## config.mk

```make
export PLATFORM = sky130hd
export DESIGN_NAME = sbpa_ram
export DESIGN_NICKNAME = d
export VERILOG_FILES = /design/src/rtl/sbpa_ram.sv
export SDC_FILE = /design/constraint.sdc
export NUM_CORES = 1
export LEC_CHECK = 0
export BUFFER_PORTS_ARGS = -buffer_cell sky130_fd_sc_hd__buf_2
export CORE_MARGIN = 1
export CORE_UTILIZATION = 65
export DETAILED_ROUTE_END_ITERATION = 7
export PLACE_DENSITY_LB_ADDON = 0.2
export SLEW_MARGIN = 10
export SYNTH_ARGS = -nofsm -noshare
export SYNTH_HDL_FRONTEND = slang
export SYNTH_SLANG_ARGS = --single-unit
```

## constraint.sdc

```tcl
create_clock -name i_clk -period 4.7 [get_ports i_clk]
set_clock_uncertainty 0.2 [all_clocks]
set_input_delay 0.235 -clock i_clk [delete_from_list [all_inputs] [get_ports i_clk]]
set_output_delay 0.235 -clock i_clk [all_outputs]
set_load 0.005 [all_outputs]
```

## src/rtl/sbpa_ram.sv

```systemverilog
// Generic single-port-write, single-port-read RAM with a registered read.
// Used for the pool head table and the per-block link and free-flag store.
`default_nettype none

module sbpa_ram #(
    parameter int WIDTH = 8,
    parameter int DEPTH = 16
) (
    input  wire logic                     i_clk,
    input  wire logic                     i_wr_en,
    input  wire logic [$clog2(DEPTH)-1:0] i_wr_addr,
    input  wire logic [WIDTH-1:0]         i_wr_data,
    input  wire logic                     i_rd_en,
    input  wire logic [$clog2(DEPTH)-1:0] i_rd_addr,
    output logic      [WIDTH-1:0]         o_rd_data
);

    logic [WIDTH-1:0] r_mem [DEPTH];

    always_ff @(posedge i_clk) begin
        if (i_wr_en) begin
            r_mem[i_wr_addr] <= i_wr_data;
        end
        if (i_rd_en) begin
            o_rd_data <= r_mem[i_rd_addr];
        end
    end

endmodule

`default_nettype wire

```

==> metrics.md <==
| Metric | Value |
|---|---|
| Sequential share of the synthesized area | 78.12% |
| Top post-synthesis cells by area | edfxtp_1 78%, mux4_2 7.8%, mux4_1 7.0%, a22oi_1 2.3%, nor2_1 0.93% |
| Cell Pwr Density | 449.9 nW/um2 |
| Fillers | 387 |
| EDFF count, synth | 136 |
| Largest net degree at the start of global routing | 33 |
| Share of post-route cells with drive strength above 1 | 27.08% |
| Dominant synthesized flop cell | edfxtp_1 |
| Die Y | 91.68 um |
| Final Power | 0.002730 W |
| Post-route cell area | 6068 um2 |
| Critical Path Max Stage Delay | 0.77 ns |
| YS warnings | 0 |
| Drc violations | 0 |
| Starting Density | 67.30% |
| # clock sinks | 136 |
| DP HPWL | 5.900 mm |
| DRT iter0 DRCs | 178 |
| Cell taking the most area after synthesis | edfxtp_1 |
| Setup TNS | 0 ns |
| Max_cap viols | 0 |
| Max Buffers Root-to-Sink | 2 |
| VDD IR-drop max | 0.3448 mV |
| Port Buffers | 26 |
| Share of the synthesized area in the top cell type | 78.12% |
| Critical Path RT | 4.75 ns |
| Initial antenna violation count | 0 |
| Hold Crit Depth | 3 |
| Nets | 296 |
| CTS H-tree lvls | 4 |
| Top Ports | 27 |
| Layout Cells excl Fill | 390 |
| Via density per instance | 6.490 |
| Leakage power | 2.027 nW |
| Synthesized area | 5228 um2 |
| CP Capture Type | register |
| Delay-heaviest family, CP | buffers and inverters |
| Crit share post-route | 43.66% |
| First-pass GRT wire length | 15.99 mm |
| GRT Resource Usage Total | 28.69% |
| CTS tree | built |
| Row cnt | 32 |
| Tmin final | 2.052 ns |
| Ys async rst share | 0% |
| Grt ovf | 0 |
| Netlist cell types | 18 |
| Clock transition at path regs | 0.06 ns |
| Final Max Tran Viols | 0 |
| Routed len/inst | 27.84 um |
| Antenna diodes | 0 |
| WP depth | 4 |
| Max-slew headroom | 30.97% |
| WP data arrival | 2.10 ns |
| Latest clock arrival within the worst-skew pair | 0.52 ns |
| DP Cell Count | 351 |
| Mapped Cells | 229 |
| GP Congestion | 0.7117 |
| Most numerous cell in the Yosys netlist | edfxtp_1 |
| Synth Register Bits | 136 |
| Die ar. | 8405 um2 |
| Highest net fanout along the worst path | 32 |
| Initial DRT Pass Iterations | 5 |
| Syn-to-layout area delta | 16.08% |
| CTS buffer count | 17 |
| WS Path Type | in -> reg |
| Synth top cells by count | 136 x edfxtp_1, 18 x mux4_2, 16 x a22oi_1 |
| Worst setup SP type | input pin |
| Status | finished clean |
| Cell Area, Placed | 5429 um2 |
| Core area | 7767 um2 |
| Final setup viols | 0 |
| Mean Syn Cell Area | 22.83 um2 |
| Root buf cell | clkbuf_8 |
| Final Hold Vio Count | 0 |
| Max Clock Freq | 487.4 MHz |
| Routed Antenna Nets | 0 |
| Crit-path cells | buf_2 > mux4_2 > a22oi_1 > nand2_1 |
| Mapped Nets | 248 |
| Worst Tran Pin Value | 1.035 ns |
| Post-CTS Resized | 0 |
| Die width | 91.68 um |
| RSZ-0062 raised after global routing | false |
| Path depth of the worst reg2reg path | 3 |
| Vias | 2531 |
| Vias in the first global route | 2583 |
| Final WL | 10.86 mm |
| Hold Path Class | in -> reg |
| CP Buf/Inv Count | 1 |
| Cell with the largest stage delay on the worst path | buf_2 |
[final timing paths]
check	startpoint	to	slack (ns)
setup reg to reg	r_mem[3][7]	o_rd_data[7]	2.90
setup / recovery	i_rd_addr[0]	o_rd_data[7]	2.65
hold reg to reg	r_mem[12][6]	o_rd_data[6]	0.58
hold / removal	i_wr_addr[1]	r_mem[4][5]	0.08
[area by class of cell]
cell class | instances | area (um2) | area share (%)
Sequential cell | 136 | 4084 | 67.30
Multi-Input combinational cell | 83 | 1057 | 17.42
Clock buffer | 18 | 417.9 | 6.887
Timing Repair Buffer | 39 | 250.2 | 4.124
Clock inverter | 12 | 131.4 | 2.165
Tap cell | 102 | 127.6 | 2.103
[cell families (layout without fill, tap and decap cells)]
| logic type | after synthesis | in the layout | synth area share (%) |
|---|---|---|---|
| multiplexers | 32 | 32 | 14.79 |
| AND/OR/NAND/NOR | 35 | 35 | 3.136 |
| buffers and inverters | 10 | 69 | 1.651 |
| AO/OA/AOI/OAI | 16 | 16 | 2.298 |
| flip-flops | 136 | 136 | 78.12 |
[power by group]
part           total (W)  leakage (nW)  switching (W)  internal [W]
Combinational   0.000125         0.532      0.0000724     0.0000526
Clock            0.00123         0.258       0.000482      0.000746
Sequential       0.00138          1.24     0.00000933       0.00137
Total            0.00273          2.03       0.000564       0.00217
[registers in the layout, summed over array words and instances (netlist names)]
name,cells
o_rd_data,8
r_mem,128
[metrics by stage]
stage	hold WS, ns	setup WS (ns)	utilization (%)
finish	0.07698	2.648	78.13
global route	0.07177	2.534	78.13
CTS	0.05748	2.615	78.13
detailed placement	0.4245	2.107	69.89
global placement	0.4234	2.099	69.89
floorplan	0.1339	2.772	-
[what timing repair did]
| action | CTS | global route |
|---|---|---|
| buffers inserted | 0 | 0 |
| hold endpoints to repair | 136 | 0 |
| hold buffers | 9 | 0 |
[worst reg2reg max path: stages (launching register included)]
cell and delay [ns]:
edfxtp_1 0.39, mux4_2 0.47, a22oi_1 0.35, nand2_1 0.13
[layout by cell type, fill, tap and decap left out, drive strengths merged, types with 2 or more instances in the layout]
master       instances
edfxtp             136
mux4                32
buf                 30
clkbuf              18
a22oi               16
nor2                13
nand2                9
dlygate4sd3          9
clkinv               6
nor3                 4
clkinvlp             4
nand3b               2
nand2b               2
bufinv               2
[metal layers]
| layer | up-vias | track usage (%) | routed length (um) |
|---|---|---|---|
| met5 | - | 0 | 0 |
| met4 | 0 | 14.81 | 327 |
| met3 | 20 | 8.126 | 868 |
| met2 | 146 | 43.98 | 5370 |
| met1 | 1287 | 38.30 | 4290 |
| li1 | 1078 | - | - |
Power figures use the tool's default switching activity.
