`config.mk`:
```
export PLATFORM = sky130hd
export DESIGN_NAME = sbpa_index
export DESIGN_NICKNAME = d
export VERILOG_FILES = /design/src/rtl/sbpa_pkg.sv /design/src/rtl/sbpa_index.sv
export SDC_FILE = /design/constraint.sdc
export NUM_CORES = 1
export LEC_CHECK = 0
export ABC_AREA = 1
export BUFFER_PORTS_ARGS = -buffer_cell sky130_fd_sc_hd__buf_2
export CAP_MARGIN = 20
export CORE_MARGIN = 2
export CORE_UTILIZATION = 57
export DETAILED_ROUTE_END_ITERATION = 6
export GPL_TIMING_DRIVEN = 0
export MAX_ROUTING_LAYER = met4
export PLACE_DENSITY = 0.88
export SYNTH_ARGS = -nofsm -noshare
export SYNTH_HDL_FRONTEND = slang
export SYNTH_SLANG_ARGS = --single-unit
export TNS_END_PERCENT = 100
```
`constraint.sdc`:
```
create_clock -name vclk -period 6.65
set_clock_uncertainty 0.05 [all_clocks]
set_input_delay 0.665 -clock vclk [all_inputs]
set_output_delay 0.665 -clock vclk [all_outputs]
set_load 0.01 [all_outputs]
```
`src/rtl/sbpa_pkg.sv`:
```
// Shared types, table constants and a helper function for the segregated block pool allocator.
// Depends on nothing; every other file of the block but sbpa_ram imports it.
`default_nettype none

package sbpa_pkg;

    localparam int DEF_POOL_TOTAL   = 9;
    localparam int DEF_PAGE_BYTES   = 4096;
    localparam int DEF_ADDRESS_BITS = 48;

    localparam int TABLE_POOLS  = 9;
    localparam int POOL_W       = 4;
    localparam int SLOT_TOTAL   = 600;
    localparam int SLOT_W       = 10;
    localparam int LINK_W       = 9;
    localparam int COUNT_W      = 9;
    localparam int INDEX_W      = 8;
    localparam int BYTES_W      = 13;
    localparam int SIZE_W       = 16;
    localparam int DIFF_W       = 17;
    localparam int SPAN_W       = 18;
    localparam int OFFSET_W     = 32;
    localparam int RECIP_SHIFT  = 16;
    localparam int RECIP_W      = 17;
    localparam int ODD_W        = 6;
    localparam int SHIFT_W      = 4;
    localparam int OUT_ADDR_W   = 48;
    localparam int STATUS_W     = 3;
    localparam int POOL_WORD_W  = LINK_W + COUNT_W;
    localparam int BLOCK_WORD_W = 1 + LINK_W;
    localparam int IN_DATA_W    = 64;
    localparam int OUT_DATA_W   = 64;

    localparam logic [LINK_W-1:0] LINK_NULL = '1;

    typedef logic [BYTES_W-1:0]  t_bytes_tab  [TABLE_POOLS];
    typedef logic [COUNT_W-1:0]  t_count_tab  [TABLE_POOLS];
    typedef logic [SLOT_W-1:0]   t_slot_tab   [TABLE_POOLS];
    typedef logic [SPAN_W-1:0]   t_span_tab   [TABLE_POOLS];
    typedef logic [SHIFT_W-1:0]  t_shift_tab  [TABLE_POOLS];
    typedef logic [ODD_W-1:0]    t_odd_tab    [TABLE_POOLS];
    typedef logic [RECIP_W-1:0]  t_recip_tab  [TABLE_POOLS];
    typedef logic [OFFSET_W-1:0] t_offset_tab [TABLE_POOLS];

    localparam t_bytes_tab BLK_BYTES = '{
        13'd16, 13'd32, 13'd64, 13'd128, 13'd256, 13'd512, 13'd1024, 13'd2048, 13'd4480};
    localparam t_count_tab BLK_COUNT = '{
        9'd256, 9'd128, 9'd64, 9'd32, 9'd16, 9'd8, 9'd16, 9'd64, 9'd16};
    localparam t_slot_tab SLOT_BASE = '{
        10'd0, 10'd256, 10'd384, 10'd448, 10'd480, 10'd496, 10'd504, 10'd520, 10'd584};
    localparam t_span_tab BLK_SPAN = '{
        18'd4096, 18'd4096, 18'd4096, 18'd4096, 18'd4096, 18'd4096,
        18'd16384, 18'd131072, 18'd71680};
    // block size = odd factor << shift; divide by the odd part through a reciprocal
    localparam t_shift_tab BLK_SHIFT = '{
        4'd4, 4'd5, 4'd6, 4'd7, 4'd8, 4'd9, 4'd10, 4'd11, 4'd7};
    localparam t_odd_tab BLK_ODD = '{
        6'd1, 6'd1, 6'd1, 6'd1, 6'd1, 6'd1, 6'd1, 6'd1, 6'd35};
    localparam t_recip_tab BLK_RECIP = '{
        17'd65536, 17'd65536, 17'd65536, 17'd65536, 17'd65536,
        17'd65536, 17'd65536, 17'd65536, 17'd1873};

    typedef enum logic {
        OP_ALLOC = 1'b0,
        OP_FREE  = 1'b1
    } t_op;

    typedef enum logic [STATUS_W-1:0] {
        STAT_OK          = 3'd0,
        STAT_TOO_LARGE   = 3'd1,
        STAT_NO_MEMORY   = 3'd2,
        STAT_INVALID     = 3'd3,
        STAT_MISALIGNED  = 3'd4,
        STAT_DOUBLE_FREE = 3'd5
    } t_status;

    typedef enum logic [3:0] {
        S_INIT,
        S_IDLE,
        S_LOCATE,
        S_DIVIDE,
        S_CHECK,
        S_HEAD,
        S_LINK,
        S_UPDATE,
        S_DONE
    } t_state;

    typedef struct packed {
        t_status             status;
        logic [POOL_W-1:0]   pool;
        logic [DIFF_W-1:0]   diff;
    } t_locate;

    typedef struct packed {
        logic [INDEX_W-1:0]  quot;
        logic [DIFF_W-1:0]   scaled;
        logic                low_nz;
    } t_index;

    // Start offset of each pool: earlier pools rounded up to whole pages.
    function automatic t_offset_tab pool_offsets(input int page);
        t_offset_tab          res;
        logic [OFFSET_W-1:0]  acc;
        logic [OFFSET_W-1:0]  rounded;
        acc = '0;
        for (int p = 0; p < TABLE_POOLS; p++) begin
            res[p]  = acc;
            rounded = '0;
            for (int n = 0; n < 1024; n++) begin
                if (rounded < OFFSET_W'(BLK_SPAN[p])) begin
                    rounded = rounded + OFFSET_W'(page);
                end
            end
            acc = acc + rounded;
        end
        return res;
    endfunction

endpackage

`default_nettype wire

```
`src/rtl/sbpa_index.sv`:
```
// Block number from the byte offset within a pool: shift, then reciprocal multiply.
// Depends on sbpa_pkg for the shift and reciprocal tables.
`default_nettype none

module sbpa_index
    import sbpa_pkg::*;
(
    input  wire logic [POOL_W-1:0] i_pool,
    input  wire logic [DIFF_W-1:0] i_diff,
    output t_index                 o_index
);

    localparam int PROD_W = DIFF_W + RECIP_W;

    logic [SHIFT_W-1:0] w_shift;
    logic [DIFF_W-1:0]  w_scaled;
    logic [DIFF_W-1:0]  w_low;
    logic [PROD_W-1:0]  w_prod;

    assign w_shift  = BLK_SHIFT[i_pool];
    assign w_scaled = i_diff >> w_shift;
    assign w_low    = i_diff & ((DIFF_W'(1) << w_shift) - DIFF_W'(1));
    assign w_prod   = PROD_W'(w_scaled) * PROD_W'(BLK_RECIP[i_pool]);

    assign o_index.quot   = INDEX_W'(w_prod >> RECIP_SHIFT);
    assign o_index.scaled = w_scaled;
    assign o_index.low_nz = |w_low;

endmodule

`default_nettype wire

```
==> results of run 1 <==
cell type report:
cell class	instances	area [µm²]	area share, %
multi-input combinational	409	3865	72.61
buffer	11	106.4	1.998
inverter	160	606.8	11.40
tap	80	100.1	1.881
timing repair buffer	94	644.4	12.11
metal layers:
| layer | routed length (µm) | GRT usage, % |
|---|---|---|
| met1 | 4140 | 29.92 |
| met2 | 6302 | 56.75 |
| met3 | 671 | 3.128 |
| met4 | 654 | 11.05 |
| met5 | 0 | - |
how the worst max path moves through the flow:
| stage | from | endpoint | slack [ns] |
|---|---|---|---|
| 2_1_floorplan | i_pool[3] | o_index[25] | 0.02 |
| 4_1_cts | i_pool[0] | o_index[25] | -0.009 |
| 3_3_place_gp | i_pool[3] | o_index[25] | -0.71 |
| 3_5_place_dp | i_pool[3] | o_index[25] | -0.94 |
| 5_1_grt | i_pool[3] | o_index[25] | -0.35 |
| 6_report | i_pool[3] | o_index[25] | -0.11 |
power groups by stage:
| stage | combinational [mW] | sequential [mW] | clock, mW |
|---|---|---|---|
| 6_report | 2.42 | 0 | 0 |
| 5_1_grt | 2.68 | 0 | 0 |
| 4_1_cts | 2.13 | 0 | 0 |
| 3_5_place_dp | 1.74 | 0 | 0 |
| 3_3_place_gp | 1.69 | 0 | 0 |
| 2_1_floorplan | 1.28 | 0 | 0 |
placed cells by master (no fill, tap or decap), types with 2 or more instances in the layout:
cell type  count
buf_2         41
inv_4          2
nand3_2        3
fa_1          53
nand2_1       67
conb_1        39
buf_4         48
a21oi_1       17
xnor2_1        6
nand2_2        9
ha_1          70
nor2_1        28
ha_2           3
nor2_2         7
o21ai_0       12
inv_1        130
nor2_4         9
a21oi_4        2
buf_6         13
o21ai_1        3
o21ai_2        9
o21a_1         2
nor3_1         4
ha_4          14
nand3_1       18
xor2_1         8
nor3_4         2
nand2_4        6
inv_2         27
logic make-up (layout without fill, tap and decap cells):
kind of cell | after synthesis | count (layout)
fa+ha+maj | 140 | 140
buf+inv | 171 | 265
xor+xnor | 14 | 14
simple gates | 159 | 159
other cells | 2 | 39
compound gates | 57 | 57
metrics by stage:
stage | util (%) | cells
floorplan | - | 580
global placement | 65.61 | 703
detailed placement | 65.61 | 703
CTS | 75.04 | 743
global route | 78.78 | 754
finish | 78.78 | 754
what timing repair did:
item,4_1_cts,5_1_grt
pin swaps,43,29
gates resized for setup,102,44
setup endpoints to repair,8,8
cloned,2,0
buffers inserted,38,11
critical path: cells and delay by family:
family,cells,cell delay (ns)
buffers and inverters,10,0.96
and+or+nand+nor,6,0.69
AOI/OAI and AO/OA,6,0.75
xor gates and xnor gates,1,0.18
adders and majority gates,7,2.79
==> key figures, run 1 <==
Floorplanning
  • Die X: 87.47 µm
  • IO Pins: 47
  • Die area: 7651 µm²
  • Initial core utilization: 58.78%
  • Core Area: 6756 µm²
  • Site Rows: 30
  • Height of the die: 87.47 µm

Drt
  • Initial detailed-routing violation count: 166
  • Drt first pass iters: 5
  • Vias/cell: 5.378
  • Drt drc: 0
  • Vias: 4055
  • Aggregate routed wire length: 11770 µm
  • Mean routed wirelength per cell: 15.61 µm
  • Post-route ant nets: 0

Logic synthesis
  • Mux cell area share after synthesis: 0%
  • Top cells by count, synth: 158 x inv_1, 87 x ha_1, 80 x nand2_1
  • Mean Syn Cell Area: 7.314 µm²
  • Adder-Cell Fraction of Synth Area: 54.13%
  • Synth Area in Compound Gates: 8.381%
  • Top post-synthesis cells by area: ha_1 27%, fa_1 27%, inv_1 15%, nand2_1 7.6%, nor2_1 3.8%
  • Yosys top cell by area: ha_1
  • Cell Area, Synth: 3971 µm²
  • Syn Inst Count: 543
  • Simple-gate portion of the synthesized area: 17.11%
  • Cell variety after synth: 41
  • Synth Area in XOR/XNOR: 3.088%
  • Post-synthesis sequential area ratio: 0%
  • Largest family of logic cells by synthesized area: adder cells
  • Yosys warnings: 0
  • Most frequent cell after synthesis: inv_1
  • Post-synth top area share: 27.41%

Worst setup path
  • Slowest cell on the critical path: fa_1
  • Setup Crit Path Kind: in2out
  • Worst Path Required: 5.93 ns
  • Crit-path max cell delay: 0.54 ns
  • CP max FO: 6
  • Worst Path Arrival: 6.05 ns
  • Critical Path Most Common Cell: inv_1
  • Endpoint class of the critical path: output pin
  • CP Launch Type: primary input

STA
  • FMAX: 0.1478 GHz
  • Final setup fails: 2
  • Min Clock Period, post-route: 6.765 ns
  • Rel. slew slack: 66.13%
  • Final worst slack: -0.1149 ns
  • RSZ-0062 raised after global routing: true
  • Pins over their slew limit: 0
  • Hold Vio Cnt, Final: 0
  • Hold slack: 1.628 ns
  • Final Cycle Share: 101.7%
  • Setup_tns: -0.1526 ns
  • Pin slew with the least headroom to its limit: 0.5081 ns

Final layout
  • Final instance area: 5323 µm²
  • Filler cells: 416
  • Seq_cells: 0
  • Share of cells above drive strength 1: 30.56%
  • FF/Latch Area: 0 µm²
  • Nets: 837
  • Layout overhead on the synthesized area: 34.03%
  • Clkbuf count: 0
  • N_diodes: 0

Place
  • Post-Place Setup Slack: -0.9359 ns
  • DPL Wire Length: 8392 µm
  • Placed Instance Area: 4433 µm²
  • GPL Wtd Cong: 0.9498
  • # port buffers: 43

GRT
  • Vias in the first global route: 4091
  • Remaining Overflow, GRT: 0
  • Largest net degree at the start of global routing: 11
  • Overall Global Routing Usage: 29.35%
  • Initial antenna violation count: 0
  • First-pass GRT wire length: 17390 µm

Worst hold path
  • Hold WC Path Type: in2out
  • Min-Delay Startpoint: i_diff[2]
  • Hold Crit Depth: 4
  • Worst Hold End: o_index[0]

Power and ir drop
  • Flop pwr share: 0%
  • Pwr/cell area: 455.3 nW/µm²
  • Clk pwr share: 0%
  • VDD IR max: 258.2 µV
  • Psw: 1.386 mW
  • Logic pwr share: 100.0%
  • Switch share: 57.17%
  • Design Power: 2.423 mW
  • Internal: 1.038 mW
  • Leak pwr: 3.059 nW

Status
  • Outcome: finished, violations left
  • Failing checks: negative setup slack

Job
  • Max_cap viols: 0

Clock tree
  • Hold buffers post-CTS: 0
(Power assumes the default switching activity.)
==> inputs of run 2 (changes only) <==
CORE_ASPECT_RATIO = 0.5   (was default)
==> run 2 against run 1 <==
Against the previous run: first-iteration DRC count rose to 4.2 times the previous value; highest routed layer unchanged; clock-buffer cell count did not move; worst hold slack improved by 0.0036 ns; cell count rose by 2.5%; via count rose by 18%; sequential share of layout area did not move; core utilization rose by 3.9 points; cell area rose by 4.1%; critical endpoint is now o_index[23]; setup slack got worse by 0.50 ns; maximum frequency fell by 6.9%; the flow finishes with violations (design-rule violations, negative setup slack); largest cell class unchanged; non-clock buffer count rose by 7.
==> key figures, run 2 (synthesized netlist as in run 1, its figures left out) <==
Final layout
  • Filler cells: 337
  • Layout overhead on the synthesized area: 39.57%
  • Final instance area: 5543 µm²
  • Commonest non-fill, non-tap cells in the layout: 118 x inv_1, 66 x ha_1, 65 x nand2_1
  • Seq_cells: 0
  • Share of cells above drive strength 1: 35.68%
  • Most common cell after layout, fill and taps aside: inv_1
  • N_diodes: 0
  • Clkbuf count: 0
  • FF/Latch Area: 0 µm²
  • Nets: 844
  • Core Util, Final: 82.73%
  • Multi-input logic area: 3988 µm²

STA
  • Rel. slew slack: 62.09%
  • Min Clock Period, post-route: 7.268 ns
  • Final Cycle Share: 109.3%
  • Pin slew with the least headroom to its limit: 0.5686 ns
  • Final worst slack: -0.6176 ns
  • Final setup fails: 8
  • FMAX: 0.1376 GHz
  • Hold slack: 1.631 ns
  • Pins over their slew limit: 0
  • RSZ-0062 raised after global routing: true
  • Hold Vio Cnt, Final: 0

GRT
  • Largest net degree at the start of global routing: 11
  • Initial antenna violation count: 0
  • Met1 Use GR: 39.18%
  • Vias in the first global route: 4365
  • Remaining Overflow, GRT: 0
  • Overall Global Routing Usage: 33.90%
  • M2 GR Usage: 58.38%
  • Met3 Usage GRT: 5.292%
  • First-pass GRT wire length: 20020 µm
  • GR peak layer: met2

Place
  • DPL Wire Length: 7713 µm
  • GPL Wtd Cong: 0.8987
  • # port buffers: 43
  • Placed Instance Area: 4448 µm²

Worst setup path
  • Slowest cell on the critical path: fa_1
  • Crit-path max cell delay: 0.58 ns
  • Worst Path Required: 5.93 ns
  • CP startpoint: i_pool[3]
  • Worst Path Arrival: 6.55 ns
  • CP Launch Type: primary input
  • Setup Crit Path Kind: in2out
  • Critical Path Most Common Cell: nand2_1
  • CP max FO: 6
  • Endpoint class of the critical path: output pin
  • Critical path destination: o_index[23]

Clock tree
  • Hold buffers post-CTS: 0

Floorplanning
  • Height of the die: 63.02 µm
  • Die X: 122.0 µm
  • Site Rows: 21
  • Die area: 7691 µm²
  • Core Area: 6700 µm²
  • IO Pins: 47
  • Initial core utilization: 59.27%

Drt
  • Drt drc: 86
  • Vias/cell: 6.188
  • Post-route ant nets: 0
  • Mean routed wirelength per cell: 22.12 µm
  • Vias: 4783
  • Initial detailed-routing violation count: 690
  • Drt first pass iters: 7
  • Aggregate routed wire length: 17100 µm

Job
  • Max_cap viols: 0

Status
  • Failing checks: design-rule violations, negative setup slack
  • Outcome: finished, violations left

Worst hold path
  • Hold WC Path Type: in2out
  • Min-Delay Startpoint: i_diff[2]
==> run 2: cell types whose count changed in the layout (fill, tap and decap cells not counted), moves of 2 or more <==
cell / delta
buf_4: +6
a21oi_2: +7
nor2_1: -2
inv_1: -12
nand2_1: -2
ha_2: +3
buf_12: +2
a21oi_1: -8
inv_2: +11
ha_1: -4
o21ai_0: -3
==> run 2: area by class of cell <==
class	count	share of cell area, %
multi-input cells	409	71.94
repair buffers	101	13.02
inverters	160	11.11
well taps	92	2.077
plain buffers	11	1.851
==> run 2: worst min path at each step <==
| stage | to | slack [ns] | cells after the start |
|---|---|---|---|
| floorplan | o_index[13] | 1.33 | 1 |
| global placement | o_index[13] | 1.61 | 3 |
| detailed placement | o_index[13] | 1.61 | 3 |
| CTS | o_index[13] | 1.62 | 4 |
| global route | o_index[0] | 1.66 | 4 |
| finish | o_index[0] | 1.63 | 4 |
==> run 2: layer usage <==
metal	vias up	share of wire, %	wire [µm]
met3	244	14	2412
met1	2107	33	5604
met5	-	0	0
met2	529	42	7227
li1	1903	-	-
met4	0	11	1857
==> run 2: what timing repair did <==
| action | in CTS | in global routing |
|---|---|---|
| gates cloned | 2 | 0 |
| gates resized for setup | 100 | 91 |
| buffers inserted | 34 | 23 |
| endpoints found under the setup margin | 8 | 8 |
| pin swaps | 43 | 49 |
==> run 2: critical path, delay by kind of cell <==
family,cells,cell delay [ns]
buffers and inverters,12,1.16
AO/OA/AOI/OAI,5,0.91
AND/OR/NAND/NOR,11,1.16
adder cells (fa/ha/maj),7,2.65
==> run 2: metrics by stage <==
stage               std cells  setup TNS, ns  worst slack [ns]
global route              773         -3.859           -0.7138
global placement          715         -4.266           -0.7512
floorplan                 580              0           0.01827
detailed placement        715         -5.151           -0.9033
finish                    773         -3.391           -0.6176
CTS                       750       -0.01366          -0.01366
Power of run 2 is left out: the tool's default activity adds up to more than one toggle a clock period on the data nets, which glitch-free logic cannot reach.
